## src/hw/rtl/sha256_pkg.sv

```systemverilog
`timescale 1ns / 1ps
// ----------------------------------------------------------------------------
// SHA-256 engine package
// Field widths, padding constants, round constants, initial hash values,
// sequencer states and the round helper functions.
// ----------------------------------------------------------------------------
package sha256_pkg;

   localparam int WORD_W  = 32;
   localparam int COUNT_W = 3;
   localparam int INDEX_W = 3;

   localparam logic [COUNT_W-1:0] MAX_BYTES  = 3'd4;
   localparam logic [7:0]         PAD_MARK   = 8'h80;
   localparam int                 LEN_POS    = 56;
   localparam logic [3:0]         LEN_WORD   = 4'(LEN_POS / 4);
   localparam logic [3:0]         LAST_WORD  = 4'd15;
   localparam logic [5:0]         LAST_ROUND = 6'd63;
   localparam logic [INDEX_W-1:0] LAST_INDEX = 3'd7;

   localparam logic [31:0] H_INIT [8] = '{
      32'h6a09e667, 32'hbb67ae85, 32'h3c6ef372, 32'ha54ff53a,
      32'h510e527f, 32'h9b05688c, 32'h1f83d9ab, 32'h5be0cd19
   };

   localparam logic [31:0] ROUND_K [64] = '{
      32'h428a2f98, 32'h71374491, 32'hb5c0fbcf, 32'he9b5dba5,
      32'h3956c25b, 32'h59f111f1, 32'h923f82a4, 32'hab1c5ed5,
      32'hd807aa98, 32'h12835b01, 32'h243185be, 32'h550c7dc3,
      32'h72be5d74, 32'h80deb1fe, 32'h9bdc06a7, 32'hc19bf174,
      32'he49b69c1, 32'hefbe4786, 32'h0fc19dc6, 32'h240ca1cc,
      32'h2de92c6f, 32'h4a7484aa, 32'h5cb0a9dc, 32'h76f988da,
      32'h983e5152, 32'ha831c66d, 32'hb00327c8, 32'hbf597fc7,
      32'hc6e00bf3, 32'hd5a79147, 32'h06ca6351, 32'h14292967,
      32'h27b70a85, 32'h2e1b2138, 32'h4d2c6dfc, 32'h53380d13,
      32'h650a7354, 32'h766a0abb, 32'h81c2c92e, 32'h92722c85,
      32'ha2bfe8a1, 32'ha81a664b, 32'hc24b8b70, 32'hc76c51a3,
      32'hd192e819, 32'hd6990624, 32'hf40e3585, 32'h106aa070,
      32'h19a4c116, 32'h1e376c08, 32'h2748774c, 32'h34b0bcb5,
      32'h391c0cb3, 32'h4ed8aa4a, 32'h5b9cca4f, 32'h682e6ff3,
      32'h748f82ee, 32'h78a5636f, 32'h84c87814, 32'h8cc70208,
      32'h90befffa, 32'ha4506ceb, 32'hbef9a3f7, 32'hc67178f2
   };

   typedef enum logic [2:0] {
      ST_IDLE,
      ST_MARK,
      ST_ZERO,
      ST_LEN,
      ST_COMPRESS,
      ST_FINAL,
      ST_OUT
   } state_type;

   function automatic logic [31:0] ror32(input logic [31:0] x, input logic [4:0] n);
      return (x >> n) | (x << (6'd32 - {1'b0, n}));
   endfunction

   function automatic logic [31:0] big_sigma0(input logic [31:0] x);
      return ror32(x, 5'd2) ^ ror32(x, 5'd13) ^ ror32(x, 5'd22);
   endfunction

   function automatic logic [31:0] big_sigma1(input logic [31:0] x);
      return ror32(x, 5'd6) ^ ror32(x, 5'd11) ^ ror32(x, 5'd25);
   endfunction

   function automatic logic [31:0] small_sigma0(input logic [31:0] x);
      return ror32(x, 5'd7) ^ ror32(x, 5'd18) ^ (x >> 3);
   endfunction

   function automatic logic [31:0] small_sigma1(input logic [31:0] x);
      return ror32(x, 5'd17) ^ ror32(x, 5'd19) ^ (x >> 10);
   endfunction

   // keep the top n bytes of a word
   function automatic logic [31:0] top_mask(input logic [COUNT_W-1:0] n);
      logic [31:0] m;
      case (n)
         3'd0:    m = 32'h00000000;
         3'd1:    m = 32'hff000000;
         3'd2:    m = 32'hffff0000;
         3'd3:    m = 32'hffffff00;
         default: m = 32'hffffffff;
      endcase
      return m;
   endfunction

endpackage

```

## src/hw/rtl/sha256_if.sv

```systemverilog
`timescale 1ns / 1ps
// ----------------------------------------------------------------------------
// SHA-256 engine channels
// Request channel carrying message bytes and response channel carrying
// digest words, both with valid/ready handshake.
// ----------------------------------------------------------------------------
interface sha256_req_if;
   logic                               valid;
   logic                               ready;
   logic [sha256_pkg::WORD_W-1:0]      data_word;
   logic [sha256_pkg::COUNT_W-1:0]     byte_count;
   logic                               last_word;

   modport source (output valid, data_word, byte_count, last_word, input ready);
   modport sink   (input valid, data_word, byte_count, last_word, output ready);
endinterface

interface sha256_rsp_if;
   logic                               valid;
   logic                               ready;
   logic [sha256_pkg::WORD_W-1:0]      digest_word;
   logic [sha256_pkg::INDEX_W-1:0]     word_index;
   logic                               digest_last;

   modport source (output valid, digest_word, word_index, digest_last, input ready);
   modport sink   (input valid, digest_word, word_index, digest_last, output ready);
endinterface

```

## src/hw/rtl/sha256_hash_engine.sv

```systemverilog
`timescale 1ns / 1ps
// ----------------------------------------------------------------------------
// SHA-256 hash engine
// Streaming SHA-256 with one compression round per cycle.
// ----------------------------------------------------------------------------
// req_chan takes one word per handshake: up to four message bytes from the
// top of data_word, byte_count of them valid (counts above four act as four),
// and last_word to close the message. rsp_chan returns the eight digest
// words, word_index 0 first, digest_last on the eighth.
// The word that fills a 64-byte block holds req_chan.ready low while the
// block runs its 64 rounds through the shared round unit and the result is
// folded into the hash.
// After a last word the engine pads, one padding word at a time (3 to 18 in
// all), interleaved with one or two more compressions, then loads one digest
// word per cycle into the output register while rsp_chan.ready allows. It
// takes words again once the eighth digest word is loaded, even while that
// word still waits.
// A stalled receiver holds the engine in its output phase.
// Reset restores the initial hash values, clears the byte count and drops
// any pending output.
// ----------------------------------------------------------------------------
module sha256_hash_engine (
   input  logic              clock,
   input  logic              reset,
   sha256_req_if.sink        req_chan,
   sha256_rsp_if.source      rsp_chan
);

   sha256_pkg::state_type state_ff, state_in;

   logic [31:0] w_ff    [16];
   logic [31:0] hash_ff [8];
   logic [31:0] rv_ff   [8];

   logic [31:0] part_ff, part_in;
   logic [1:0]  pcnt_ff, pcnt_in;
   logic [3:0]  wcnt_ff, wcnt_in;
   logic [5:0]  round_ff, round_in;
   logic [60:0] total_ff, total_in;
   logic        last_ff, last_in;
   logic        mark_ff, mark_in;
   logic        len_ff, len_in;
   logic [2:0]  oidx_ff, oidx_in;

   logic        rsp_valid_ff;
   logic [31:0] rsp_word_ff;
   logic [2:0]  rsp_idx_ff;

   logic        push_en;
   logic [31:0] push_word;
   logic        rsp_load;
   logic        hash_restart;
   logic        load_rv;

   logic [2:0]  cnt_sat;
   logic [2:0]  sum;
   logic [31:0] part_m;
   logic [31:0] data_m;
   logic [63:0] merged;
   logic [31:0] mark_word;

   logic [31:0] sched_new;
   logic [31:0] t1, t2;

   assign req_chan.ready       = (state_ff == sha256_pkg::ST_IDLE);
   assign rsp_chan.valid       = rsp_valid_ff;
   assign rsp_chan.digest_word = rsp_word_ff;
   assign rsp_chan.word_index  = rsp_idx_ff;
   assign rsp_chan.digest_last = (rsp_idx_ff == sha256_pkg::LAST_INDEX);

   // byte packing
   assign cnt_sat   = (req_chan.byte_count > sha256_pkg::MAX_BYTES) ?
                      sha256_pkg::MAX_BYTES : req_chan.byte_count;
   assign sum       = {1'b0, pcnt_ff} + cnt_sat;
   assign part_m    = part_ff & sha256_pkg::top_mask({1'b0, pcnt_ff});
   assign data_m    = req_chan.data_word & sha256_pkg::top_mask(cnt_sat);
   assign merged    = {part_m, 32'h0} | ({data_m, 32'h0} >> {pcnt_ff, 3'b000});
   assign mark_word = part_m | ({sha256_pkg::PAD_MARK, 24'h0} >> {pcnt_ff, 3'b000});

   // round unit
   assign sched_new = sha256_pkg::small_sigma1(w_ff[14]) + w_ff[9] +
                      sha256_pkg::small_sigma0(w_ff[1]) + w_ff[0];
   assign t1 = rv_ff[7] + sha256_pkg::big_sigma1(rv_ff[4]) +
               ((rv_ff[4] & rv_ff[5]) ^ (~rv_ff[4] & rv_ff[6])) +
               sha256_pkg::ROUND_K[round_ff] + w_ff[0];
   assign t2 = sha256_pkg::big_sigma0(rv_ff[0]) +
               ((rv_ff[0] & rv_ff[1]) ^ (rv_ff[0] & rv_ff[2]) ^ (rv_ff[1] & rv_ff[2]));

   assign load_rv = (state_in == sha256_pkg::ST_COMPRESS) &&
                    (state_ff != sha256_pkg::ST_COMPRESS);

   always_comb begin
      state_in     = state_ff;
      push_en      = 1'b0;
      push_word    = merged[63:32];
      part_in      = part_ff;
      pcnt_in      = pcnt_ff;
      total_in     = total_ff;
      last_in      = last_ff;
      mark_in      = mark_ff;
      len_in       = len_ff;
      round_in     = round_ff;
      oidx_in      = oidx_ff;
      rsp_load     = 1'b0;
      hash_restart = 1'b0;
      case (state_ff)
         sha256_pkg::ST_IDLE: begin
            if (req_chan.valid) begin
               total_in = total_ff + 61'(cnt_sat);
               last_in  = req_chan.last_word;
               pcnt_in  = sum[1:0];
               if (sum[2]) begin
                  push_en = 1'b1;
                  part_in = merged[31:0];
               end else begin
                  part_in = merged[63:32];
               end
               if (sum[2] && wcnt_ff == sha256_pkg::LAST_WORD) begin
                  state_in = sha256_pkg::ST_COMPRESS;
               end else if (req_chan.last_word) begin
                  state_in = sha256_pkg::ST_MARK;
               end
            end
         end
         sha256_pkg::ST_MARK: begin
            push_en   = 1'b1;
            push_word = mark_word;
            pcnt_in   = 2'd0;
            mark_in   = 1'b1;
            state_in  = (wcnt_ff == sha256_pkg::LAST_WORD) ?
                        sha256_pkg::ST_COMPRESS : sha256_pkg::ST_ZERO;
         end
         sha256_pkg::ST_ZERO: begin
            push_en = 1'b1;
            if (wcnt_ff == sha256_pkg::LEN_WORD) begin
               push_word = total_ff[60:29];
               state_in  = sha256_pkg::ST_LEN;
            end else begin
               push_word = 32'h0;
               if (wcnt_ff == sha256_pkg::LAST_WORD) begin
                  state_in = sha256_pkg::ST_COMPRESS;
               end
            end
         end
         sha256_pkg::ST_LEN: begin
            push_en   = 1'b1;
            push_word = {total_ff[28:0], 3'b000};
            len_in    = 1'b1;
            state_in  = sha256_pkg::ST_COMPRESS;
         end
         sha256_pkg::ST_COMPRESS: begin
            round_in = round_ff + 6'd1;
            if (round_ff == sha256_pkg::LAST_ROUND) begin
               state_in = sha256_pkg::ST_FINAL;
            end
         end
         sha256_pkg::ST_FINAL: begin
            if (!last_ff) begin
               state_in = sha256_pkg::ST_IDLE;
            end else if (len_ff) begin
               state_in = sha256_pkg::ST_OUT;
            end else if (mark_ff) begin
               state_in = sha256_pkg::ST_ZERO;
            end else begin
               state_in = sha256_pkg::ST_MARK;
            end
         end
         sha256_pkg::ST_OUT: begin
            if (!rsp_valid_ff || rsp_chan.ready) begin
               rsp_load = 1'b1;
               oidx_in  = oidx_ff + 3'd1;
               if (oidx_ff == sha256_pkg::LAST_INDEX) begin
                  state_in     = sha256_pkg::ST_IDLE;
                  hash_restart = 1'b1;
                  total_in     = 61'd0;
                  last_in      = 1'b0;
                  mark_in      = 1'b0;
                  len_in       = 1'b0;
               end
            end
         end
         default: begin
            state_in = sha256_pkg::ST_IDLE;
         end
      endcase
      wcnt_in = push_en ? wcnt_ff + 4'd1 : wcnt_ff;
   end

   always_ff @(posedge clock) begin
      if (reset) begin
         state_ff <= sha256_pkg::ST_IDLE;
         pcnt_ff  <= 2'd0;
         wcnt_ff  <= 4'd0;
         round_ff <= 6'd0;
         total_ff <= 61'd0;
         last_ff  <= 1'b0;
         mark_ff  <= 1'b0;
         len_ff   <= 1'b0;
         oidx_ff  <= 3'd0;
      end else begin
         state_ff <= state_in;
         pcnt_ff  <= pcnt_in;
         wcnt_ff  <= wcnt_in;
         round_ff <= round_in;
         total_ff <= total_in;
         last_ff  <= last_in;
         mark_ff  <= mark_in;
         len_ff   <= len_in;
         oidx_ff  <= oidx_in;
      end
   end

   always_ff @(posedge clock) begin
      part_ff <= part_in;
   end

   // message schedule window, filled by packed words and rolled by rounds
   always_ff @(posedge clock) begin
      if (state_ff == sha256_pkg::ST_COMPRESS || push_en) begin
         for (int i = 0; i < 15; i++) begin
            w_ff[i] <= w_ff[i+1];
         end
         w_ff[15] <= (state_ff == sha256_pkg::ST_COMPRESS) ? sched_new : push_word;
      end
   end

   always_ff @(posedge clock) begin
      if (load_rv) begin
         for (int i = 0; i < 8; i++) begin
            rv_ff[i] <= hash_ff[i];
         end
      end else if (state_ff == sha256_pkg::ST_COMPRESS) begin
         rv_ff[7] <= rv_ff[6];
         rv_ff[6] <= rv_ff[5];
         rv_ff[5] <= rv_ff[4];
         rv_ff[4] <= rv_ff[3] + t1;
         rv_ff[3] <= rv_ff[2];
         rv_ff[2] <= rv_ff[1];
         rv_ff[1] <= rv_ff[0];
         rv_ff[0] <= t1 + t2;
      end
   end

   always_ff @(posedge clock) begin
      if (reset || hash_restart) begin
         for (int i = 0; i < 8; i++) begin
            hash_ff[i] <= sha256_pkg::H_INIT[i];
         end
      end else if (state_ff == sha256_pkg::ST_FINAL) begin
         for (int i = 0; i < 8; i++) begin
            hash_ff[i] <= hash_ff[i] + rv_ff[i];
         end
      end
   end

   always_ff @(posedge clock) begin
      if (reset) begin
         rsp_valid_ff <= 1'b0;
      end else if (rsp_load) begin
         rsp_valid_ff <= 1'b1;
      end else if (rsp_chan.ready) begin
         rsp_valid_ff <= 1'b0;
      end
   end

   always_ff @(posedge clock) begin
      if (rsp_load) begin
         rsp_word_ff <= hash_ff[oidx_ff];
         rsp_idx_ff  <= oidx_ff;
      end
   end

   // a last word stops intake until the last digest word is loaded
   a_last_stalls: assert property (@(posedge clock) disable iff (reset)
      (req_chan.valid && req_chan.ready && req_chan.last_word) |=> !req_chan.ready)
      else $error("intake stayed open after a last word");

   // padding leaves no partial block before the digest goes out
   a_out_aligned: assert property (@(posedge clock) disable iff (reset)
      (state_ff == sha256_pkg::ST_OUT) |-> (wcnt_ff == 4'd0 && pcnt_ff == 2'd0))
      else $error("digest output with a partial block pending");

   // hash fold only after the final round
   a_fold_after_rounds: assert property (@(posedge clock) disable iff (reset)
      (state_ff == sha256_pkg::ST_FINAL) |->
         ($past(state_ff) == sha256_pkg::ST_COMPRESS &&
          $past(round_ff) == sha256_pkg::LAST_ROUND))
      else $error("hash fold without a complete round sequence");

endmodule
```

## src/flat_wrapper.sv

```systemverilog
// flat-port wrapper written by rule: the top's interface ports become plain ports
module sha256_hash_engine_flat 
  (clock, reset, req_chan_valid, req_chan_data_word, req_chan_byte_count, req_chan_last_word, req_chan_ready, rsp_chan_valid, rsp_chan_digest_word, rsp_chan_word_index, rsp_chan_digest_last, rsp_chan_ready);
  sha256_req_if req_chan_i ();
  sha256_rsp_if rsp_chan_i ();
  input  logic clock;
  input  logic reset;
  input wire logic [$bits(req_chan_i.valid)-1:0] req_chan_valid;
  input wire logic [$bits(req_chan_i.data_word)-1:0] req_chan_data_word;
  input wire logic [$bits(req_chan_i.byte_count)-1:0] req_chan_byte_count;
  input wire logic [$bits(req_chan_i.last_word)-1:0] req_chan_last_word;
  output wire logic [$bits(req_chan_i.ready)-1:0] req_chan_ready;
  output wire logic [$bits(rsp_chan_i.valid)-1:0] rsp_chan_valid;
  output wire logic [$bits(rsp_chan_i.digest_word)-1:0] rsp_chan_digest_word;
  output wire logic [$bits(rsp_chan_i.word_index)-1:0] rsp_chan_word_index;
  output wire logic [$bits(rsp_chan_i.digest_last)-1:0] rsp_chan_digest_last;
  input wire logic [$bits(rsp_chan_i.ready)-1:0] rsp_chan_ready;
  assign req_chan_i.valid = req_chan_valid;
  assign req_chan_i.data_word = req_chan_data_word;
  assign req_chan_i.byte_count = req_chan_byte_count;
  assign req_chan_i.last_word = req_chan_last_word;
  assign req_chan_ready = req_chan_i.ready;
  assign rsp_chan_valid = rsp_chan_i.valid;
  assign rsp_chan_digest_word = rsp_chan_i.digest_word;
  assign rsp_chan_word_index = rsp_chan_i.word_index;
  assign rsp_chan_digest_last = rsp_chan_i.digest_last;
  assign rsp_chan_i.ready = rsp_chan_ready;
  sha256_hash_engine u_core (.clock(clock), .reset(reset), .req_chan(req_chan_i), .rsp_chan(rsp_chan_i));
endmodule
```

## config.mk

```make
export PLATFORM = sky130hd
export DESIGN_NAME = sha256_hash_engine_flat
export DESIGN_NICKNAME = d
export VERILOG_FILES = /design/src/hw/rtl/sha256_pkg.sv /design/src/hw/rtl/sha256_if.sv /design/src/hw/rtl/sha256_hash_engine.sv /design/src/flat_wrapper.sv
export SDC_FILE = /design/constraint.sdc
export NUM_CORES = 2
export LEC_CHECK = 0
export BUFFER_PORTS_ARGS = -buffer_cell sky130_fd_sc_hd__buf_4
export CAP_MARGIN = 20
export CORE_MARGIN = 4
export CORE_UTILIZATION = 62
export CTS_CLUSTER_DIAMETER = 150
export DETAILED_ROUTE_END_ITERATION = 6
export GPL_TIMING_DRIVEN = 0
export PLACE_DENSITY = 0.78
export SLEW_MARGIN = 25
export SYNTH_ARGS = -nofsm -noshare
export SYNTH_HDL_FRONTEND = slang
export SYNTH_SLANG_ARGS = --single-unit
```

## constraint.sdc

```tcl
create_clock -name clock -period 39.9 [get_ports clock]
set_input_delay 7.98 -clock clock [delete_from_list [all_inputs] [get_ports clock]]
set_output_delay 7.98 -clock clock [all_outputs]
set_load 0.02 [all_outputs]
```

# Word level (Yosys, flattened, before mapping)
# Memory sizes are Yosys's and may differ from the RTL's. A register that Yosys moved wholly into a read port is not among the register bits.
# Index checks and enable logic that the tools add are counted.
# classes
n_addsub,23
order_cmp,2
eq_ne,22
shifts,2
mux,72
bitwise_logic,48
n_reduce_logical,21
# ops
cell,count
32-bit 2-to-1 mux,21
32-bit adder,18
32-bit XOR,9
32-bit case mux with 4 select lines,2
32-bit AND,7
61-bit 2-to-1 mux,3
61-bit case mux with 2 select lines,1
32-bit case mux with 3 select lines,1
64-bit OR,1
64-bit by 5-bit right shift with 64-bit output,1
61-bit by 3-bit adder with 61-bit output,1
3-bit 2-to-1 mux,12
32-bit NOT,1
10-bit by 32-bit OR with 32-bit output,1
13-bit by 32-bit OR with 32-bit output,1
14-bit by 32-bit OR with 32-bit output,1
15-bit by 32-bit OR with 32-bit output,1
19-bit by 32-bit OR with 32-bit output,1
21-bit by 32-bit OR with 32-bit output,1
25-bit by 32-bit OR with 32-bit output,1
26-bit by 32-bit OR with 32-bit output,1
30-bit by 32-bit OR with 32-bit output,1
32-bit OR,1
7-bit by 32-bit OR with 32-bit output,1
36 further kinds,101
# totals
register_bits,118
mem_bits_rw,1024
mem_bits_ro,2048
elab_cells,206
memories,4
# memory_table
memory,depth,word_bits,read_ports,rd_clocked_by_memory_dff,write_ports,line,text
(no name shown),64,32,1,0,0,sha256_hash_engine.sv:85,sha256_pkg::ROUND_K[round_ff] + w_ff[0];
u_core.w_ff,16,32,16,0,16,sha256_hash_engine.sv:31,logic [31:0] w_ff [16];
u_core.hash_ff,8,32,9,1,8,sha256_hash_engine.sv:32,logic [31:0] hash_ff [8];
u_core.rv_ff,8,32,8,0,8,sha256_hash_engine.sv:33,logic [31:0] rv_ff [8];

# Longest topological paths before layout
# depth
depth_word,12
depth_mapped,39
mapped_depth_nobuf,37

# Worst setup path before layout
# Ideal clock, no wire load.
# synth_timing
kind,input-to-reg
startpoint,input req_chan_byte_count[2]
endpoint,memory u_core.rv_ff[0][0] (enable)
setup_time_ns,1.227
arrival_time_ns,27.520
required_ns,38.673
slack_ns,11.153
path_stages,9
n_path_buf,1
path_cell_list,clkbuf_1 nor2b_1 ha_1 fa_1 xor2_1 nand2_1 a311oi_1 nand2_1 o21ai_0
# synth_lines
item,line,text
"start, declared",flat_wrapper.sv:10,input wire logic [$bits(req_chan_i.byte_count)-1:0] req_chan_byte_count;
"end, declared",sha256_hash_engine.sv:33,

==> results.json <==
{
  "power.total_w": 0.004572,
  "dr_wl_met2_um": 106700,
  "syn_to_final_growth_pct": 10.49,
  "status": "completed",
  "syn-instance-count": 6716,
  "worst_pin_slew_ps": 1233,
  "ys.flop_type": "edfxtp_1",
  "clock_skew_ps": 64.22,
  "port_buffers": 76,
  "grt_pass1_wl_um": 368800,
  "htree_levels": 3,
  "synth_top_cell_by_area": "edfxtp_1",
  "drv_cap": 0,
  "period_share_pct": 30.94,
  "rsz0062_at_grt": "no",
  "ys_seq_elements": 1166,
  "syn_nets": 7354,
  "path_clk_slew_ps": 70,
  "clockBufferDepth": 3,
  "gr-total-overflow": 0,
  "multi_input_area_um2": 35610,
  "rows": 124,
  "vias": 58070,
  "cpPeakStageDelay_ps": 860,
  "critPathMaxFanout": 12,
  "cp_slowest_cell": "nor2_1",
  "post_cts_buffers": 0,
  "drcViolationCount": 0,
  "synth_most_common_cell": "edfxtp_1",
  "syn_avg_cell_area_um2": 10.72,
  "start_util_pct": 62.71,
  "num-fill-cells": 8439,
  "arrival_ps": 12860,
  "hpwl_um": 196700,
  "grt_max_degree": 60,
  "ant_nets": 0,
  "postSynth.asyncResetShare_pct": 0,
  "cp-start-kind": "flip-flop",
  "placed_cells": 8338,
  "finalNonFillerCells": 8574,
  "first_global_vias": 55310,
  "power.density_nw_per_um2": 57.47,
  "antenna_found_initial": 25,
  "synth_edf_count": 1083,
  "seqCellArea_um2": 34180,
  "worst_slack_ps": 27560,
  "seq_area_frac_synth_pct": 47.48,
  "grt_util_all_layers_pct": 41.88,
  "slew_violations": 0,
  "fp.dieH_um": 348.8,
  "syn_area_um2": 72000,
  "path_delay_family": "compound AO/OA/AOI/OAI gates",
  "ir_drop_v": 0.00006415,
  "slew_headroom_pct": 17.79,
  "drt-vias-per-instance": 6.773,
  "coreArea_um2": 114800,
  "cp.required_ps": 40420,
  "drt_iter0_drc": 8867,
  "clk_latency_ps": 800,
  "cts_hold_buf": 0,
  "finalHoldViolations": 0,
  "cts.sinks": 1166,
  "layout-drive-gt1-share_pct": 6.723,
  "setup_tns_ps": 0,
  "max_freq_mhz": 81.01,
  "crit_type": "flip-flop to flip-flop",
  "nNetsFinal": 7587,
  "routed.top_layer": "met5",
  "ctsResizeCount": 0,
  "num_io_pins": 78,
  "end_kind": "flip-flop",
  "p_leak_nw": 29.81,
  "synth_warnings": 0,
  "cp_num_buf_inv": 7,
  "wl_met1_um": 93490,
  "drtPass1Iterations": 7,
  "yosysTopAreaCellShare_pct": 45.17,
  "tritoncts": "built",
  "die_w_um": 348.8,
  "cts_root_buf": "clkbuf_16",
  "gp_congestion": 1.054,
  "cts_buffers": 121,
  "finalSetupViolations": 0,
  "dieArea_um2": 121600,
  "fin_crit_ps": 12340,
  "ys_types": 83,
  "wl_per_cell_um": 30.15,
  "synthTopCellsByCount": "edfxtp_1, nand2_1, nor2_1, a21oi_1, ha_1",
  "yosys-top-cells-area": "edfxtp_1, ha_1, fa_1, nand2_1, xnor2_1",
  "routed_wl_um": 258500,
  "wl_met3_um": 39060,
  "hp-class": "flip-flop to flip-flop",
  "place_ws_ps": 27790
}
per-stage QoR:
stage | area, um^2 | utilization [%] | hold WS (ps)
3_3_place_gp | 74460 | 64.86 | 400.4
4_1_cts | 79510 | 69.25 | 357.3
3_5_place_dp | 75390 | 65.67 | 404.5
2_1_floorplan | 72000 | - | 400.3
6_report | 79550 | 69.29 | 366.4
5_1_grt | 79520 | 69.26 | 359.3
path summary, 6_finish.rpt:
kind,cells past startpoint,to,slack (ps),from
setup / recovery,32,u_core.rv_ff[0][28]$_DFFE_PP_,27560,u_core.round_ff[1]$_SDFFE_PP0P_
hold / removal,0,u_core.w_ff[1][70]$_DFFE_PP_,370,u_core.w_ff[1][102]$_DFFE_PP_
setup reg to reg,32,u_core.rv_ff[0][28]$_DFFE_PP_,27560,u_core.round_ff[1]$_SDFFE_PP0P_
hold reg to reg,0,u_core.w_ff[1][70]$_DFFE_PP_,370,u_core.w_ff[1][102]$_DFFE_PP_
cell usage in the layout, fill, tap and decap left out, types with 25 or more instances in the layout:
master and count:
a211oi_1 74, a21o_1 148, a21oi_1 439, a221oi_1 31, a31oi_1 50, and3_1 56, buf_1 39, buf_16 26
buf_4 76, clkbuf_1 250, clkbuf_16 122, clkbuf_2 28, dfxtp_1 83, edfxtp_1 1083, fa_1 197, ha_1 401
inv_1 299, mux2_2 38, mux2i_1 52, mux4_2 68, nand2_1 1024, nand2b_1 59, nand3_1 119, nand4_1 25
nor2_1 454, nor2b_1 62, nor3_1 99, o211ai_1 38, o21a_1 71, o21ai_0 338, o21bai_1 34, o31ai_1 33
or3_1 57, xnor2_1 365, xor2_1 213
area by class of cell:
type                    count  share of cell area (%)
multi-input cells        4949                   44.76
flip-flops and latches   1166                   42.97
clock buffers             152                   4.033
well taps                1512                   2.378
repair buffers            110                   1.788
plain buffers             297                   1.455
inverters                 304                   1.434
clock inverters            72                   1.143
diodes                     12                 0.03775
per-layer routing:
metal | vias up | global-route usage, %
met5 | - | 0
li1 | 24780 | -
met1 | 28040 | 55.40
met4 | 18 | 24.44
met2 | 4368 | 59.98
met3 | 861 | 14.76
report_power, final:
group	switching (W)	internal, W	total, W
Combinational	0.00117	0.000682	0.00185
Sequential	0.0000827	0.00145	0.00153
Clock	0.000525	0.000665	0.00119
cells by family (layout without fill, tap and decap cells):
| group | after synthesis | count (layout) | share of synthesized area, % |
|---|---|---|---|
| and+or+nand+nor | 2085 | 2085 | 12.76 |
| AOI/OAI and AO/OA | 1506 | 1506 | 13.37 |
| DFF | 1166 | 1166 | 47.48 |
| adders and majority gates | 622 | 622 | 12.78 |
| buffers and inverters | 601 | 935 | 3.133 |
| xor gates and xnor gates | 578 | 578 | 7.031 |
| muxes | 158 | 158 | 3.444 |
| other | 0 | 12 | 0 |
state kept, by name, indices dropped and copies added (netlist names):
name / flops
u_core.hash_ff: 256
u_core.last_ff: 1
u_core.len_ff: 1
u_core.mark_ff: 1
u_core.oidx_ff: 3
u_core.part_ff: 24
u_core.pcnt_ff: 2
u_core.round_ff: 6
u_core.rsp_chan.digest_word: 32
u_core.rsp_chan.valid: 1
u_core.rsp_chan.word_index: 3
u_core.rv_ff: 256
u_core.state_ff: 3
u_core.total_ff: 61
u_core.w_ff: 512
u_core.wcnt_ff: 4
Note: power is estimated with default switching activity, not from simulation.
